`config.mk`:
```
export PLATFORM = sky130hd
export DESIGN_NAME = pump_speed_flow_monitor_flat
export DESIGN_NICKNAME = d
export VERILOG_FILES = /design/src/rtl/core/psfm_pkg.sv /design/src/rtl/core/psfm_sample_if.sv /design/src/rtl/core/psfm_result_if.sv /design/src/rtl/core/psfm_cfg_if.sv /design/src/rtl/core/psfm_cfg_regs.sv /design/src/rtl/core/psfm_speed_track.sv /design/src/rtl/core/psfm_relation.sv /design/src/rtl/core/pump_speed_flow_monitor.sv /design/src/flat_wrapper.sv
export SDC_FILE = /design/constraint.sdc
export NUM_CORES = 1
export LEC_CHECK = 0
export BUFFER_PORTS_ARGS = -buffer_cell sky130_fd_sc_hd__buf_2
export CORE_MARGIN = 1.5
export CORE_UTILIZATION = 56
export DETAILED_ROUTE_END_ITERATION = 8
export PLACE_DENSITY = 0.89
export SYNTH_ARGS = -nofsm -noshare
export SYNTH_HDL_FRONTEND = slang
export SYNTH_SLANG_ARGS = --single-unit
export TNS_END_PERCENT = 30
```
`constraint.sdc`:
```
create_clock -name clk -period 3.7 [get_ports clk]
set_input_delay 0.555 -clock clk [delete_from_list [all_inputs] [get_ports clk]]
set_output_delay 0.555 -clock clk [all_outputs]
set_load 0.02 [all_outputs]
```
`src/rtl/core/psfm_pkg.sv`:
```
package psfm_pkg;

	// Field widths
	localparam int SPEED_W = 10;
	localparam int FLOW_W = 7;
	localparam int TICKS_W = 8;
	localparam int LEVEL_W = 2;
	localparam int CFG_IDX_W = 4;
	localparam int CFG_DATA_W = 10;

	// Default persistence counter width
	localparam int COUNTER_WIDTH_DEF = 9;

	// Speed band edges (rpm) and matching flow limits (l/h)
	localparam logic [SPEED_W-1:0] BAND_SPEED_1 = 10'd200;
	localparam logic [SPEED_W-1:0] BAND_SPEED_2 = 10'd400;
	localparam logic [SPEED_W-1:0] BAND_SPEED_3 = 10'd600;
	localparam logic [FLOW_W-1:0] BAND_FLOW_1 = 7'd20;
	localparam logic [FLOW_W-1:0] BAND_FLOW_2 = 7'd50;
	localparam logic [FLOW_W-1:0] BAND_FLOW_3 = 7'd75;
	localparam logic [FLOW_W-1:0] BAND_FLOW_TOP = 7'd80;

	// Overspeed level
	typedef enum logic [LEVEL_W-1:0] {
		LVL_NONE = 2'd0,
		LVL_WARN = 2'd1,
		LVL_CRIT = 2'd2
	} level_t;

	// Configuration register indexes
	typedef enum logic [CFG_IDX_W-1:0] {
		CFG_SPEED_LIMIT_ONE = 4'd0,
		CFG_SPEED_LIMIT_TWO = 4'd1,
		CFG_RESOLVE_ONE_SPEED = 4'd2,
		CFG_RESOLVE_TWO_SPEED = 4'd3,
		CFG_WARN_ONE_TICKS = 4'd4,
		CFG_WARN_TWO_TICKS = 4'd5,
		CFG_RESOLVE_TICKS = 4'd6,
		CFG_RELATION_TICKS = 4'd7
	} cfg_idx_t;

	// Configuration register file contents
	typedef struct packed {
		logic [SPEED_W-1:0] speed_limit_one;
		logic [SPEED_W-1:0] speed_limit_two;
		logic [SPEED_W-1:0] resolve_one_speed;
		logic [SPEED_W-1:0] resolve_two_speed;
		logic [TICKS_W-1:0] warn_one_ticks;
		logic [TICKS_W-1:0] warn_two_ticks;
		logic [TICKS_W-1:0] resolve_ticks;
		logic [TICKS_W-1:0] relation_ticks;
	} cfg_t;

	localparam cfg_t CFG_RESET = '{
		speed_limit_one: 10'd700,
		speed_limit_two: 10'd900,
		resolve_one_speed: 10'd650,
		resolve_two_speed: 10'd800,
		warn_one_ticks: 8'd100,
		warn_two_ticks: 8'd60,
		resolve_ticks: 8'd60,
		relation_ticks: 8'd60
	};

endpackage

```
`src/rtl/core/psfm_sample_if.sv`:
```
interface psfm_sample_if;
	logic valid;
	logic ready;
	logic [psfm_pkg::SPEED_W-1:0] motor_speed;
	logic [psfm_pkg::FLOW_W-1:0] flow_rate;

	modport source (output valid, output motor_speed, output flow_rate, input ready);
	modport sink (input valid, input motor_speed, input flow_rate, output ready);
endinterface

```
`src/rtl/core/psfm_result_if.sv`:
```
interface psfm_result_if;
	logic valid;
	logic ready;
	logic [psfm_pkg::LEVEL_W-1:0] speed_level;
	logic relation_violation;
	logic [psfm_pkg::LEVEL_W-1:0] worst_level;

	modport source (output valid, output speed_level, output relation_violation,
		output worst_level, input ready);
	modport sink (input valid, input speed_level, input relation_violation,
		input worst_level, output ready);
endinterface

```
`src/rtl/core/psfm_cfg_if.sv`:
```
interface psfm_cfg_if;
	logic valid;
	logic ready;
	logic [psfm_pkg::CFG_IDX_W-1:0] index;
	logic [psfm_pkg::CFG_DATA_W-1:0] data;

	modport source (output valid, output index, output data, input ready);
	modport sink (input valid, input index, input data, output ready);
endinterface

```
`src/rtl/core/psfm_cfg_regs.sv`:
```
module psfm_cfg_regs (
	input  logic clk,
	input  logic arst_n,
	psfm_cfg_if.sink cfg,
	output psfm_pkg::cfg_t regs
);

	psfm_pkg::cfg_t regs_q;

	// Writes are always taken; unknown indexes are dropped
	assign cfg.ready = 1'b1;
	assign regs = regs_q;

	always_ff @(posedge clk or negedge arst_n) begin
		if (!arst_n) begin
			regs_q <= psfm_pkg::CFG_RESET;
		end else if (cfg.valid) begin
			case (cfg.index)
				psfm_pkg::CFG_SPEED_LIMIT_ONE: begin
					regs_q.speed_limit_one <= cfg.data;
				end
				psfm_pkg::CFG_SPEED_LIMIT_TWO: begin
					regs_q.speed_limit_two <= cfg.data;
				end
				psfm_pkg::CFG_RESOLVE_ONE_SPEED: begin
					regs_q.resolve_one_speed <= cfg.data;
				end
				psfm_pkg::CFG_RESOLVE_TWO_SPEED: begin
					regs_q.resolve_two_speed <= cfg.data;
				end
				psfm_pkg::CFG_WARN_ONE_TICKS: begin
					regs_q.warn_one_ticks <= cfg.data[psfm_pkg::TICKS_W-1:0];
				end
				psfm_pkg::CFG_WARN_TWO_TICKS: begin
					regs_q.warn_two_ticks <= cfg.data[psfm_pkg::TICKS_W-1:0];
				end
				psfm_pkg::CFG_RESOLVE_TICKS: begin
					regs_q.resolve_ticks <= cfg.data[psfm_pkg::TICKS_W-1:0];
				end
				psfm_pkg::CFG_RELATION_TICKS: begin
					regs_q.relation_ticks <= cfg.data[psfm_pkg::TICKS_W-1:0];
				end
				default: begin
				end
			endcase
		end
	end

endmodule

```
`src/rtl/core/psfm_speed_track.sv`:
```
module psfm_speed_track #(
	parameter int COUNTER_WIDTH = psfm_pkg::COUNTER_WIDTH_DEF
) (
	input  logic clk,
	input  logic arst_n,
	input  logic en,
	input  logic [psfm_pkg::SPEED_W-1:0] speed,
	input  psfm_pkg::cfg_t cfg,
	output psfm_pkg::level_t level_nxt
);

	localparam logic [COUNTER_WIDTH-1:0] CNT_MAX = '1;

	logic [COUNTER_WIDTH-1:0] above_one_q, above_two_q, below_one_q, below_two_q;
	logic [COUNTER_WIDTH-1:0] above_one_nxt, above_two_nxt, below_one_nxt, below_two_nxt;
	logic [COUNTER_WIDTH-1:0] above_one_inc, above_two_inc, below_one_inc, below_two_inc;
	logic [COUNTER_WIDTH-1:0] warn_one_ext, warn_two_ext, resolve_ext;
	psfm_pkg::level_t level_q;
	psfm_pkg::level_t lvl_a, lvl_b, lvl_c;

	// Saturating increments
	assign above_one_inc = (above_one_q == CNT_MAX) ? above_one_q : above_one_q + 1'b1;
	assign above_two_inc = (above_two_q == CNT_MAX) ? above_two_q : above_two_q + 1'b1;
	assign below_one_inc = (below_one_q == CNT_MAX) ? below_one_q : below_one_q + 1'b1;
	assign below_two_inc = (below_two_q == CNT_MAX) ? below_two_q : below_two_q + 1'b1;

	assign warn_one_ext = COUNTER_WIDTH'(cfg.warn_one_ticks);
	assign warn_two_ext = COUNTER_WIDTH'(cfg.warn_two_ticks);
	assign resolve_ext = COUNTER_WIDTH'(cfg.resolve_ticks);

	// Persistence counters above the two limits
	always_comb begin
		if (speed > cfg.speed_limit_two) begin
			above_one_nxt = above_one_inc;
			above_two_nxt = above_two_inc;
		end else if (speed > cfg.speed_limit_one) begin
			above_one_nxt = above_one_inc;
			above_two_nxt = '0;
		end else begin
			above_one_nxt = '0;
			above_two_nxt = '0;
		end
	end

	// Resolve counters; below resolve one the resolve-two count holds
	always_comb begin
		if (speed < cfg.resolve_one_speed) begin
			below_one_nxt = below_one_inc;
			below_two_nxt = below_two_q;
		end else if (speed < cfg.resolve_two_speed) begin
			below_one_nxt = '0;
			below_two_nxt = below_two_inc;
		end else begin
			below_one_nxt = '0;
			below_two_nxt = '0;
		end
	end

	// Level rules, applied in order
	always_comb begin
		lvl_a = level_q;
		if (above_one_nxt > warn_one_ext && level_q == psfm_pkg::LVL_NONE) begin
			lvl_a = psfm_pkg::LVL_WARN;
		end
		lvl_b = lvl_a;
		if (above_two_nxt > warn_two_ext) begin
			lvl_b = psfm_pkg::LVL_CRIT;
		end
		lvl_c = lvl_b;
		if (below_two_nxt > resolve_ext && lvl_b == psfm_pkg::LVL_CRIT) begin
			lvl_c = psfm_pkg::LVL_WARN;
		end
		level_nxt = lvl_c;
		if (below_one_nxt > resolve_ext && lvl_c == psfm_pkg::LVL_WARN) begin
			level_nxt = psfm_pkg::LVL_NONE;
		end
	end

	always_ff @(posedge clk or negedge arst_n) begin
		if (!arst_n) begin
			above_one_q <= '0;
			above_two_q <= '0;
			below_one_q <= '0;
			below_two_q <= '0;
			level_q <= psfm_pkg::LVL_NONE;
		end else if (en) begin
			above_one_q <= above_one_nxt;
			above_two_q <= above_two_nxt;
			below_one_q <= below_one_nxt;
			below_two_q <= below_two_nxt;
			level_q <= level_nxt;
		end
	end

endmodule

```
`src/rtl/core/psfm_relation.sv`:
```
module psfm_relation #(
	parameter int COUNTER_WIDTH = psfm_pkg::COUNTER_WIDTH_DEF
) (
	input  logic clk,
	input  logic arst_n,
	input  logic en,
	input  logic [psfm_pkg::SPEED_W-1:0] speed,
	input  logic [psfm_pkg::FLOW_W-1:0] flow,
	input  logic [psfm_pkg::TICKS_W-1:0] relation_ticks,
	output logic viol_nxt
);

	localparam logic [COUNTER_WIDTH-1:0] CNT_MAX = '1;

	logic [COUNTER_WIDTH-1:0] mismatch_q, mismatch_nxt;
	logic fits;

	// Flow band required by the speed band
	always_comb begin
		if (speed <= psfm_pkg::BAND_SPEED_1) begin
			fits = (flow != '0) && (flow <= psfm_pkg::BAND_FLOW_1);
		end else if (speed <= psfm_pkg::BAND_SPEED_2) begin
			fits = (flow > psfm_pkg::BAND_FLOW_1) && (flow <= psfm_pkg::BAND_FLOW_2);
		end else if (speed <= psfm_pkg::BAND_SPEED_3) begin
			fits = (flow > psfm_pkg::BAND_FLOW_2) && (flow <= psfm_pkg::BAND_FLOW_3);
		end else begin
			fits = (flow <= psfm_pkg::BAND_FLOW_TOP);
		end
	end

	// Zero speed or a match clears; a mismatch counts up and saturates
	always_comb begin
		if (speed == '0 || fits) begin
			mismatch_nxt = '0;
		end else if (mismatch_q == CNT_MAX) begin
			mismatch_nxt = mismatch_q;
		end else begin
			mismatch_nxt = mismatch_q + 1'b1;
		end
	end

	assign viol_nxt = (mismatch_nxt >= COUNTER_WIDTH'(relation_ticks));

	always_ff @(posedge clk or negedge arst_n) begin
		if (!arst_n) begin
			mismatch_q <= '0;
		end else if (en) begin
			mismatch_q <= mismatch_nxt;
		end
	end

endmodule

```
`src/rtl/core/pump_speed_flow_monitor.sv`:
```
// Pump speed and flow monitor.
// samp (sink): one word per sample tick, motor_speed (rpm) and flow_rate (l/h).
// res (source): one word per sample: speed_level (0 none, 1 warning,
//   2 critical), relation_violation, and worst_level, the larger of the two.
// cfg (sink): register writes by index, always ready; index 0..7 selects
//   speed_limit_one, speed_limit_two, resolve_one_speed, resolve_two_speed,
//   warn_one_ticks, warn_two_ticks, resolve_ticks, relation_ticks.
//   Indexes above 7 are dropped. Write only while no sample is in flight.
// Path: a taken word sits in the input register and moves on into the
//   result register once that is free; its result is then valid on res.
// Throughput: one word per cycle unless res stalls. The input register
//   feeds the counter update and the result register through a single level
//   of logic; samp stays ready while the result register drains or is empty.
// Stall: when res is not taken, the result holds, the input register fills,
//   and samp.ready drops until res moves again. Counters advance only when a
//   word moves into the result register.
// Reset (arst_n low): counters and level clear, registers take their
//   defaults, both pipeline stages empty.
module pump_speed_flow_monitor #(
	parameter int COUNTER_WIDTH = psfm_pkg::COUNTER_WIDTH_DEF
) (
	input  logic clk,
	input  logic arst_n,
	psfm_sample_if.sink samp,
	psfm_result_if.source res,
	psfm_cfg_if.sink cfg
);

	psfm_pkg::cfg_t regs;
	logic valid_s1, valid_s2;
	logic [psfm_pkg::SPEED_W-1:0] speed_s1;
	logic [psfm_pkg::FLOW_W-1:0] flow_s1;
	logic adv;
	psfm_pkg::level_t level_nxt;
	psfm_pkg::level_t level_s2;
	logic viol_nxt, viol_s2;
	logic [psfm_pkg::LEVEL_W-1:0] worst_nxt, worst_s2;

	psfm_cfg_regs u_cfg (
		.clk(clk),
		.arst_n(arst_n),
		.cfg(cfg),
		.regs(regs)
	);

	// Handshake: stage 1 moves when the result register is free
	assign adv = valid_s1 && (!valid_s2 || res.ready);
	assign samp.ready = !valid_s1 || adv;

	// Input register
	always_ff @(posedge clk or negedge arst_n) begin
		if (!arst_n) begin
			valid_s1 <= 1'b0;
		end else if (samp.ready) begin
			valid_s1 <= samp.valid;
		end
	end

	always_ff @(posedge clk) begin
		if (samp.valid && samp.ready) begin
			speed_s1 <= samp.motor_speed;
			flow_s1 <= samp.flow_rate;
		end
	end

	psfm_speed_track #(.COUNTER_WIDTH(COUNTER_WIDTH)) u_speed (
		.clk(clk),
		.arst_n(arst_n),
		.en(adv),
		.speed(speed_s1),
		.cfg(regs),
		.level_nxt(level_nxt)
	);

	psfm_relation #(.COUNTER_WIDTH(COUNTER_WIDTH)) u_rel (
		.clk(clk),
		.arst_n(arst_n),
		.en(adv),
		.speed(speed_s1),
		.flow(flow_s1),
		.relation_ticks(regs.relation_ticks),
		.viol_nxt(viol_nxt)
	);

	// Worst of level and violation flag
	assign worst_nxt = (viol_nxt && level_nxt == psfm_pkg::LVL_NONE) ?
		psfm_pkg::LVL_WARN : level_nxt;

	// Result register
	always_ff @(posedge clk or negedge arst_n) begin
		if (!arst_n) begin
			valid_s2 <= 1'b0;
		end else if (adv) begin
			valid_s2 <= 1'b1;
		end else if (res.ready) begin
			valid_s2 <= 1'b0;
		end
	end

	always_ff @(posedge clk) begin
		if (adv) begin
			level_s2 <= level_nxt;
			viol_s2 <= viol_nxt;
			worst_s2 <= worst_nxt;
		end
	end

	assign res.valid = valid_s2;
	assign res.speed_level = level_s2;
	assign res.relation_violation = viol_s2;
	assign res.worst_level = worst_s2;

	// A taken sample always lands in the input register
	a_take_fills_s1: assert property (@(posedge clk) disable iff (!arst_n)
		samp.valid && samp.ready |=> valid_s1)
		else $error("accepted sample not held in input register");

	// With no overspeed, the worst level follows the violation flag
	a_worst_flag: assert property (@(posedge clk) disable iff (!arst_n)
		res.valid && res.speed_level == psfm_pkg::LVL_NONE |->
		res.worst_level == {1'b0, res.relation_violation})
		else $error("worst level does not follow violation flag");

	// A zero relation threshold flags every result
	a_zero_ticks: assert property (@(posedge clk) disable iff (!arst_n)
		adv && regs.relation_ticks == '0 |=> res.relation_violation)
		else $error("violation not flagged with zero threshold");

	// A stalled result keeps the input side from taking a second word
	a_stall_blocks: assert property (@(posedge clk) disable iff (!arst_n)
		valid_s1 && valid_s2 && !res.ready |-> !samp.ready)
		else $error("input taken while both stages are full and stalled");

endmodule
```
`src/flat_wrapper.sv`:
```
// flat-port wrapper written by rule: the top's interface ports become plain ports
module pump_speed_flow_monitor_flat 
#(
	parameter int COUNTER_WIDTH = psfm_pkg::COUNTER_WIDTH_DEF
)
  (clk, arst_n, samp_valid, samp_motor_speed, samp_flow_rate, samp_ready, res_valid, res_speed_level, res_relation_violation, res_worst_level, res_ready, cfg_valid, cfg_index, cfg_data, cfg_ready);
  psfm_sample_if samp_i ();
  psfm_result_if res_i ();
  psfm_cfg_if cfg_i ();
  input  logic clk;
  input  logic arst_n;
  input wire logic [$bits(samp_i.valid)-1:0] samp_valid;
  input wire logic [$bits(samp_i.motor_speed)-1:0] samp_motor_speed;
  input wire logic [$bits(samp_i.flow_rate)-1:0] samp_flow_rate;
  output wire logic [$bits(samp_i.ready)-1:0] samp_ready;
  output wire logic [$bits(res_i.valid)-1:0] res_valid;
  output wire logic [$bits(res_i.speed_level)-1:0] res_speed_level;
  output wire logic [$bits(res_i.relation_violation)-1:0] res_relation_violation;
  output wire logic [$bits(res_i.worst_level)-1:0] res_worst_level;
  input wire logic [$bits(res_i.ready)-1:0] res_ready;
  input wire logic [$bits(cfg_i.valid)-1:0] cfg_valid;
  input wire logic [$bits(cfg_i.index)-1:0] cfg_index;
  input wire logic [$bits(cfg_i.data)-1:0] cfg_data;
  output wire logic [$bits(cfg_i.ready)-1:0] cfg_ready;
  assign samp_i.valid = samp_valid;
  assign samp_i.motor_speed = samp_motor_speed;
  assign samp_i.flow_rate = samp_flow_rate;
  assign samp_ready = samp_i.ready;
  assign res_valid = res_i.valid;
  assign res_speed_level = res_i.speed_level;
  assign res_relation_violation = res_i.relation_violation;
  assign res_worst_level = res_i.worst_level;
  assign res_i.ready = res_ready;
  assign cfg_i.valid = cfg_valid;
  assign cfg_i.index = cfg_index;
  assign cfg_i.data = cfg_data;
  assign cfg_ready = cfg_i.ready;
  pump_speed_flow_monitor #(.COUNTER_WIDTH(COUNTER_WIDTH)) u_core (.clk(clk), .arst_n(arst_n), .samp(samp_i), .res(res_i), .cfg(cfg_i));
endmodule
```
Yosys cells after proc, flatten, opt, wreduce, memory -nomap -nowiden --
Cells that the tools add are included.
Storage, ports and cells: register bits after elaboration 143, bits of input ports 36, output and inout port bits 8, logic and storage cells 107
Operators by class: $add $sub $neg 5, magnitude comparators 18, equality and inequality tests 14, muxes and demuxes 21, reductions and logical operators 28
Operator list (number):
- $mux W9 | 12
- $add A9 B1 Y9 const B | 5
- $eq A9 B9 Y1 const B | 5
- $gt A9 B8 Y1 | 4
- $gt A10 B10 Y1 | 2
- $lt A10 B10 Y1 | 2
- $eq A4 B3 Y1 const B | 4
- $reduce_and A2 Y1 | 8
- $le A7 B7 Y1 const B | 2
- $le A10 B10 Y1 const B | 1
- $le A10 B8 Y1 const B | 1
- $le A10 B9 Y1 const B | 1
- $logic_not A10 Y1 | 1
- $ge A9 B8 Y1 | 1
- $logic_and A1 B1 Y1 | 9
- $eq A4 B2 Y1 const B | 2
- $mux W2 | 4
- $gt A7 B5 Y1 const B | 1
- $gt A7 B6 Y1 const B | 1
- $le A7 B5 Y1 const B | 1
- $le A7 B6 Y1 const B | 1
- $reduce_bool A7 Y1 | 1
- $mux W1 | 5
- $eq A4 B1 Y1 const B | 1
- 7 further kinds | 11

Longest topological paths before layout --
Gate-level depths: netlist of the first run.
word-level depth 16, mapped depth 17, depth with buffers taken out 17

By module --
From an unflattened synthesis of the first run, not the netlist that was laid out.
Unflattened totals: cells, all modules 794, area total of the unflattened synthesis 8720.9 um^2
Modules (own cells, without submodules):
- psfm_speed_track | times used 1, cells an instance 473, area each 4117.7 um^2, sequential area each 950.9 um^2
- psfm_cfg_regs | times used 1, cells an instance 162, area each 2803.9 um^2, sequential area each 1841.8 um^2
- psfm_relation | times used 1, cells an instance 126, area each 1019.7 um^2, sequential area each 225.2 um^2
- pump_speed_flow_monitor | times used 1, cells an instance 33, area each 779.5 um^2, sequential area each 710.7 um^2

Worst setup path after synthesis of the first run --
Ideal clock, no wire load.
path type register to register, start register u_core.speed_s1[4] (netlist bit), end register u_core.worst_s2, in the netlist u_core.res.worst_level[0] (data pin), library setup time 0.264 ns, arrival 3.474 ns, required time 3.436 ns, path slack -0.038 ns, cell stages (with the launch flop) 16, buffers on the path 1, clock period less this slack 3.738 ns, cells stage by stage edfxtp_1 ha_1 and4_1 o21ai_0 nor4bb_1 nand2b_1 and2_1 buf_2 a21oi_1 ha_1 a2111oi_0 o21ai_0 o22ai_1 a31o_2 a21boi_1 o22ai_1
On the way: longest elaborated chain between the ends 15, elaborated cells between the ends (all ways) 35, classes of those cells order compare (12); eq/ne (2); mux (14); reduce/logical (7)
RTL lines:
- start: declaration | line pump_speed_flow_monitor.sv:31 | logic [psfm_pkg::SPEED_W-1:0] speed_s1;
- start signal: assignment | line pump_speed_flow_monitor.sv:61 | speed_s1 <= samp.motor_speed;
- $gt A10 B10 Y1 | line psfm_speed_track.sv:36 | end else if (speed > cfg.speed_limit_one) begin
- $mux W9 | line psfm_speed_track.sv:36
- $mux W9 * | line psfm_speed_track.sv:33 | if (speed > cfg.speed_limit_two) begin
- net u_core.u_speed.above_one_nxt[6] | line psfm_speed_track.sv:15 | logic [COUNTER_WIDTH-1:0] above_one_nxt, above_two_nxt, below_one_nxt, below_two_nxt;
- $gt A9 B8 Y1 * | line psfm_speed_track.sv:62 | if (above_one_nxt > warn_one_ext && level_q == psfm_pkg::LVL_NONE) begin
- $logic_and A1 B1 Y1 * | line psfm_speed_track.sv:62
- $mux W2 * | line psfm_speed_track.sv:62
- $mux W2 * | line psfm_speed_track.sv:66 | if (above_two_nxt > warn_two_ext) begin
- $eq A2 B2 Y1 | line psfm_speed_track.sv:70 | if (below_two_nxt > resolve_ext && lvl_b == psfm_pkg::LVL_CRIT) begin
- $logic_and A1 B1 Y1 | line psfm_speed_track.sv:70
- $mux W2 * | line psfm_speed_track.sv:70
- $eq A2 B1 Y1 | line psfm_speed_track.sv:74 | if (below_one_nxt > resolve_ext && lvl_c == psfm_pkg::LVL_WARN) begin
- $logic_and A1 B1 Y1 | line psfm_speed_track.sv:74
- $mux W2 * | line psfm_speed_track.sv:74
- $logic_not A2 Y1 | line pump_speed_flow_monitor.sv:86 | assign worst_nxt = (viol_nxt && level_nxt == psfm_pkg::LVL_NONE) ?
- $logic_and A1 B1 Y1 | line pump_speed_flow_monitor.sv:86
- end signal: assignment | line pump_speed_flow_monitor.sv:104 | worst_s2 <= worst_nxt;
- end: declaration | line pump_speed_flow_monitor.sv:37 | logic [psfm_pkg::LEVEL_W-1:0] worst_nxt, worst_s2;
Mark *: on every way through the listed nets, which the timed path passes. The rest lies on a longest branch. A chain may end at the register's enable or synchronous reset.

Final worst setup path of the first run --
start register u_core.u_cfg.regs_q, in the netlist u_core.u_cfg.regs[51], end register u_core.u_speed.level_q[1]
On the way: longest elaborated chain between the ends 8, elaborated cells between the ends (all ways) 10, classes of those cells order compare (3); eq/ne (1); mux (4); reduce/logical (2)
RTL lines:
- start: declaration | line psfm_cfg_regs.sv:8 | psfm_pkg::cfg_t regs_q;
- start signal: assignment | line psfm_cfg_regs.sv:16 | regs_q <= psfm_pkg::CFG_RESET;
- $lt A10 B10 Y1 * | line psfm_speed_track.sv:47 | if (speed < cfg.resolve_one_speed) begin
- $mux W9 * | line psfm_speed_track.sv:47
- net u_core.u_speed.below_two_nxt[5] | line psfm_speed_track.sv:15
- $gt A9 B8 Y1 * | line psfm_speed_track.sv:70
- $logic_and A1 B1 Y1 * | line psfm_speed_track.sv:70
- $mux W2 * | line psfm_speed_track.sv:70
- $eq A2 B1 Y1 | line psfm_speed_track.sv:74
- $logic_and A1 B1 Y1 | line psfm_speed_track.sv:74
- $mux W2 * | line psfm_speed_track.sv:74
- net u_core.level_nxt[1] | line pump_speed_flow_monitor.sv:34 | psfm_pkg::level_t level_nxt;
- end signal: assignment | line psfm_speed_track.sv:85 | level_q <= psfm_pkg::LVL_NONE;
- end signal: assignment | line psfm_speed_track.sv:91 | level_q <= level_nxt;
- end: declaration | line psfm_speed_track.sv:18 | psfm_pkg::level_t level_q;
Marked as above.

==> results of run 1 <==
-- routing by layer --
| layer | vias to the layer above | track usage (%) |
|---|---|---|
| met4 | 0 | 16.63 |
| li1 | 3259 | - |
| met3 | 100 | 6.622 |
| met1 | 3350 | 34.95 |
| met2 | 341 | 45.87 |
| met5 | - | 0 |
-- what timing repair did --
action | CTS | global route
buffers inserted | 2 | 4
resized for setup | 29 | 11
pin swaps | 19 | 14
endpoints found under the hold margin | 0 | 0
setup endpoints to repair | 6 | 7
-- through the flow --
step / power [mW] / cell area, um2 / std cells / hold WS (ns) / setup TNS (ns)
5_1_grt: 6.007 / 10070 / 1147 / 0.2412 / -2.160
2_1_floorplan: 3.278 / 8553 / 860 / 0.2594 / 0
6_report: 5.707 / 10070 / 1147 / 0.1872 / -1.326
3_5_place_dp: 3.837 / 9266 / 1109 / 0.4885 / -1.071
3_3_place_gp: 3.733 / 9266 / 1109 / 0.4668 / -0.1882
4_1_cts: 5.612 / 9995 / 1143 / 0.1937 / -0.3681
-- cell families after synthesis --
| group | Yosys count |
|---|---|
| AND/OR/NAND/NOR | 251 |
| flip-flops | 143 |
| other | 1 |
| AO/OA/AOI/OAI | 199 |
| multiplexers | 54 |
| XOR/XNOR | 28 |
| adder cells (fa/ha/maj) | 83 |
| buffers and inverters | 101 |
-- sequential cells by signal (all words and copies together), names as in the netlist --
register / flops
u_core.u_speed.below_one_q: 9
u_core.u_speed.above_one_q: 9
u_core.res.valid: 1
u_core.res.relation_violation: 1
u_core.u_speed.above_two_q: 9
u_core.flow_s1: 7
u_core.u_speed.below_two_q: 9
u_core.u_cfg.regs: 72
u_core.u_speed.level_q: 2
u_core.u_rel.mismatch_q: 9
u_core.speed_s1: 10
u_core.res.speed_level: 2
u_core.res.worst_level: 2
u_core.valid_s1: 1
-- layout by cell type, fill, tap and decap left out, drive strengths merged, types with 8 or more instances in the layout --
| cell type | instances |
|---|---|
| a211oi | 8 |
| a21oi | 51 |
| and3 | 15 |
| buf | 98 |
| clkbuf | 20 |
| dfrtp | 89 |
| dfstp | 32 |
| edfxtp | 22 |
| ha | 83 |
| inv | 78 |
| mux2 | 50 |
| nand2 | 89 |
| nand2b | 12 |
| nand3 | 20 |
| nand4 | 22 |
| nor2 | 52 |
| o21a | 9 |
| o21ai | 61 |
| o31ai | 21 |
| xnor2 | 8 |
| xor2 | 20 |
-- power breakdown --
part           switching, mW  internal, mW  total (mW)
registers              0.228          1.96        2.19
clock network          0.679         0.996        1.68
logic                   1.02         0.827        1.84
total                   1.92          3.78        5.71
-- critical path, delay by kind of cell (launching register included) --
kind | cells | cell delay (ns)
flops | 1 | 0.54
compound gates | 5 | 1.00
fa+ha+maj | 2 | 0.53
mux | 1 | 0.28
simple gates | 6 | 1.30
buf+inv | 1 | 0.05
xor+xnor | 1 | 0.13
-- path summary, 6_finish.rpt --
check | from | endpoint | slack [ns] | cells past startpoint
max in group asynchronous | arst_n | u_core.u_cfg.regs[41] | 2.68 | 2
hold reg to reg | u_core.valid_s1 | u_core.res.valid | 0.49 | 1
min in group clk | samp_motor_speed[3] | u_core.speed_s1[3] | 0.30 | 1
setup reg to reg | u_core.u_cfg.regs[51] | u_core.u_speed.level_q[1] | -0.24 | 16
hold / removal | arst_n | u_core.u_speed.above_one_q[6] | 0.19 | 1
setup / recovery | u_core.u_cfg.regs[51] | u_core.u_speed.level_q[1] | -0.24 | 16
-- area by class of cell --
cell class                 instances  share of cell area, %
clock buffer                      20                  4.335
clock inverter                    12                  1.329
inverter                          74                  2.757
multi-input combinational        616                  45.83
sequential                       143                  37.01
tap                              184                  2.285
timing repair buffer              98                  6.446
==> metrics, run 1 <==
achievable clock frequency=0.2538 GHz; WP data arrival=approximately 4.3 ns; fraction of layout cells with a size suffix above 1=25.96%; average cell area after synthesis=9.914 um2; CTS sink cnt=143; GRT overflow=0; Fill cells=897; Yosys top cell by area=dfrtp_1; vias in the first global route=approximately 7100; clk slew on worst S/H paths=0.06 ns; sequential share of the synthesized area=43.73%; FF/Latch Area=3729 um2; HPWL Detailed=13.87 mm; largest cells by area after synthesis=dfrtp_1 (26%), ha_1 (12%), dfstp_2 (9.9%); Synth cell types=68; wire length on met3=about 1.6 mm; core area=14700 um2; CTS tree=done; clock skew=0.009660 ns; Worst path max stage delay=0.54 ns; compound-gate portion of the synthesized area=14.98%; Hold Violations, Final=0; Max-slew headroom=52.02%; fin crit share=106.5%; DRT Wirelength=21.60 mm; Top Layer Used=met4; die area=15970 um2; CTS root buffer=clkbuf_16; Yosys top cell area share=between 20% and 30%; port bufs=42; first-pass GRT wire length=35.46 mm; initial antenna violation count=0; RePlAce Congestion=0.9359; post-synthesis xor/xnor area fraction=2.876%; 1st-iter DRT viols=approximately 510; Tightest Pin Transition=0.7196 ns; critical path type=reg -> reg; area of the multi-input gates=4617 um2; adder-cell share of the synthesized area=12.18%; TritonRoute pass-1 iters=5; Max VDD drop=0.3915 mV; routed len/inst=18.83 um; I/O pins=44; final core occ=68.53%; number of max-cap violations=0; main combinational cell family by area after synthesis=compound AO/OA/AOI/OAI gates; mux share of post-synthesis cell area=7.074%; CP Launch Type=flip-flop; number of synthesized flops with an enable pin=22; failing checks=negative setup slack; Rows=between 40 and 50; Initial Utilization=58.00%; Die X=about 130 um; Final ANT Viol Nets=0; die height=126.4 um; top_reg_cell synth=dfrtp_1; final worst slack=-0.2405 ns; Pins Over Slew Limit=0; CTS Buffer Depth=2; diodes inserted=0; pre-CTS setup slack=-0.2374 ns; H-tree depth=4; Area Overhead vs Synth=18.15%; worst min path class=in -> async; CP max FO=5; vias per cell=6.146; CP required=4.02 ns; Leakage=4.620 nW; endpoints failing setup=7; Syn Inst Count=860; slowest CP cell=dfstp_2; commonest cells in the netlist=dfrtp_1 (89), nand2_1 (89), ha_1 (83), inv_1 (73), o21ai_0 (57); cts hold-fix bufs=0; Post-synth ARST share=84.62%; RSZ-0062 raised after global routing=yes; post-synthesis net count=979; cell area after synthesis=8526 um2; status=complete, but fails checks; register bit count reported by yosys=143; Tot GR Track Use=roughly 28%; # DRC=0; Vias=around 7100; post-route minimum period=3.941 ns; Yosys warning count=0; fin nets=1069; met2 WL=10.23 mm; clk_lat worst skew=0.43 ns; CP Cell Sequence=inv_2 -> ha_4 -> nand4_1 -> or3_4 -> a211oi_4 -> and3_4 -> xnor2_4 -> nor2_4 -> ha_4 -> nand4_1 -> a21oi_2 -> o21ai_2 -> nor2b_4 -> a32oi_4 -> a21oi_2 -> mux2_2; Simple-Gate Fraction of Synth Area=14.48%; CTS Buf Count=17; Pwr per Cell Area=around 570 nW/um2; met1 wire length=about 8.7 mm; maximum number of pins on one net before global-route repair=around 70; CP Capture Type=flip-flop
Note: power is estimated with default switching activity, not from simulation.
==> run 2, diff against run 1 <==
--- a/config.mk
+++ b/config.mk
@@ -7,10 +7,10 @@
 export LEC_CHECK = 0
 export BUFFER_PORTS_ARGS = -buffer_cell sky130_fd_sc_hd__buf_2
 export CORE_MARGIN = 1.5
-export CORE_UTILIZATION = 56
+export CORE_UTILIZATION = 67
 export DETAILED_ROUTE_END_ITERATION = 8
-export PLACE_DENSITY = 0.89
+export PLACE_DENSITY = 0.95
 export SYNTH_ARGS = -nofsm -noshare
 export SYNTH_HDL_FRONTEND = slang
 export SYNTH_SLANG_ARGS = --single-unit
-export TNS_END_PERCENT = 30
+export TNS_END_PERCENT = 5
==> constraint.sdc (replaced) <==
create_clock -name clk -period 4.8 [get_ports clk]
set_input_delay 0.72 -clock clk [delete_from_list [all_inputs] [get_ports clk]]
set_output_delay 0.72 -clock clk [all_outputs]
set_load 0.02 [all_outputs]
==> metrics, run 2 (synthesis results as in run 1) <==
GRT overflow=0 (unchanged); maximum number of pins on one net before global-route repair=57 (-17%); achievable clock frequency=0.2235 GHz (-12%); flop2flop setup slack=0.33 ns (+0.57 ns); Worst R2R Start=u_core.speed_s1[9]; critical path type=reg -> reg; cell internal pwr=2.808 mW (-26%); core area=12520 um2 (-15%); status=complete, no violations; WP data arrival=4.64 ns (+0.38 ns); number of max-cap violations=0 (unchanged); CP Capture Type=flip-flop; vias in the first global route=6843 (-3.5%); clk_lat worst skew=0.43 ns (about the same); die height=115.8 um (-8.4%); H-tree depth=4 (unchanged); Vias=6826 (-3.2%); Die X=115.8 um (-8.4%); R2R cell count=15 (-1); capturing point of the worst reg2reg path=u_core.res.worst_level[0]; commonest cells after routing, fill and taps aside=nand2_1 (89), dfrtp_1 (89), ha_1 (83); max reg flops=72 (unchanged); TritonRoute pass-1 iters=5 (unchanged); fraction of layout cells with a size suffix above 1=19.54% (-6.4 points); clock skew=0.009446 ns (-0.0002136 ns); post-route minimum period=4.473 ns (+0.5328 ns); CTS sink cnt=143 (unchanged); endpoints failing setup=0 (-7); routed len/inst=18.31 um (-2.7%); Seq pwr share=39.9% (+1.6 points); Tightest Pin Transition=1.255 ns (+0.5349 ns); Worst path max stage delay=0.54 ns (about the same); Pwr per Cell Area=444.7 nW/um2 (-22%); port bufs=42 (unchanged); slowest CP cell=edfxtp_1; CP Cell Sequence=ha_1 -> a21oi_1 -> o21a_1 -> nor4bb_2 -> nand2b_1 -> buf_4 -> a21oi_1 -> ha_1 -> a2111oi_0 -> o21ai_0 -> a21oi_1 -> o32ai_1 -> a31o_2 -> a21oi_1 -> o22ai_1; fin nets=1022 (-4.4%); Tot GR Track Use=31.81% (+3.4 points); I/O pins=44 (unchanged); Hold Violations, Final=0 (unchanged); worst min path class=in -> async; diodes inserted=0 (unchanged); Pins Over Slew Limit=0 (unchanged); 1st-iter DRT viols=537 (+4.9%); HPWL Detailed=14.05 mm (+1.3%); CTS Buffer Depth=2 (unchanged); vias per cell=6.274 (+2.1%); RePlAce Congestion=0.9314 (-0.48%); CP most frequent cell=a21oi_1; Max-slew headroom=16.19% (-36 points); Rows=41 (-6.8%); CTS tree=done; CTS Buf Count=17 (unchanged); dpl cell area=8905 um2 (-3.9%); initial antenna violation count=0 (unchanged); Initial Utilization=68.11% (+10 points); die area=13410 um2 (-16%); CP Launch Type=flip-flop; fin crit share=93.20% (-13 points); CP required=4.96 ns (+0.94 ns); combinational fraction of design power=28.7% (-3.6 points); Area Overhead vs Synth=11.52%; Sw Ratio=33.59% (-0.11 points); CP max FO=13 (+8); clock network fraction of design power=31.4% (+2.0 points); Leakage=4.348 nW (-5.9%); setup TNS=0 ns (+1.326 ns); # DRC=0 (unchanged); DRT Wirelength=19.92 mm (-7.7%); CTS root buffer=clkbuf_16; clk slew on worst S/H paths=0.06 ns (about the same); first-pass GRT wire length=32.26 mm (-9.0%); Design Area, Final=9508 um2 (-5.6%); Max VDD drop=0.4487 mV (+15%); net load switching power=1.420 mW (-26%); RSZ-0062 raised after global routing=no; Final ANT Viol Nets=0 (unchanged)
[run 2: critical path: cells and delay by family, from the launching register on]
family          cells  cell delay [ns]
fa+ha+maj           2             0.76
flops               1             0.54
buf+inv             1             0.20
compound gates     10             2.15
simple gates        2             0.56
[run 2: repair_timing]
| action | in CTS | in global routing |
|---|---|---|
| setup buffers | 0 | 0 |
| gates resized for setup | 0 | 2 |
| setup endpoints to repair | 0 | 1 |
| hold buffers | 0 | 0 |
[run 2: area by class of cell]
type	count	area (um2)
Tap cell	172	215.2
Sequential cell	143	3729
Inverter	74	277.8
Fill cell	800	3009
Clock inverter	13	150.1
Clock buffer	19	442.9
Timing Repair Buffer	51	280.3
Multi-Input combinational cell	616	4413
[run 2: per-layer routing]
| metal | global-route usage (%) | wire, um |
|---|---|---|
| met4 | 15.93 | 819 |
| met2 | 53.96 | 9926 |
| met5 | 0 | 0 |
| met1 | 38.16 | 8028 |
| met3 | 7.427 | 1149 |
[run 2: worst max-delay path by stage]
stage	start	endpoint	slack (ns)	cells past startpoint
finish	u_core.speed_s1[9]	u_core.res.worst_level[0]	0.33	15
global route	u_core.speed_s1[9]	u_core.res.worst_level[0]	0.04	15
CTS	u_core.speed_s1[9]	u_core.res.worst_level[0]	0.30	15
detailed placement	u_core.speed_s1[9]	u_core.res.worst_level[0]	0.53	13
global placement	u_core.speed_s1[9]	u_core.res.worst_level[0]	0.68	15
floorplan	u_core.speed_s1[4]	u_core.res.worst_level[0]	1.06	15
[run 2: per-stage QoR]
| step | util, % | worst slack, ns | total power, mW | hold slack [ns] | instances |
|---|---|---|---|---|---|
| floorplan | - | 1.062 | 2.512 | 0.4244 | 860 |
| global placement | 71.14 | 0.6785 | 2.777 | 0.4757 | 1056 |
| detailed placement | 71.14 | 0.5292 | 2.867 | 0.4913 | 1056 |
| CTS | 75.88 | 0.3027 | 4.216 | 0.1445 | 1088 |
| global route | 75.96 | 0.03900 | 4.466 | 0.1531 | 1088 |
| finish | 75.96 | 0.3266 | 4.228 | 0.1517 | 1088 |
[run 2: power groups by stage]
stage                     clock network, mW  logic, mW  registers [mW]
after global routing                   1.40       1.36            1.71
after detailed placement                  0       1.17            1.70
after floorplan                           0      0.857            1.66
final                                  1.33       1.21            1.69
after global placement                    0       1.10            1.68
after CTS                              1.34       1.19            1.68
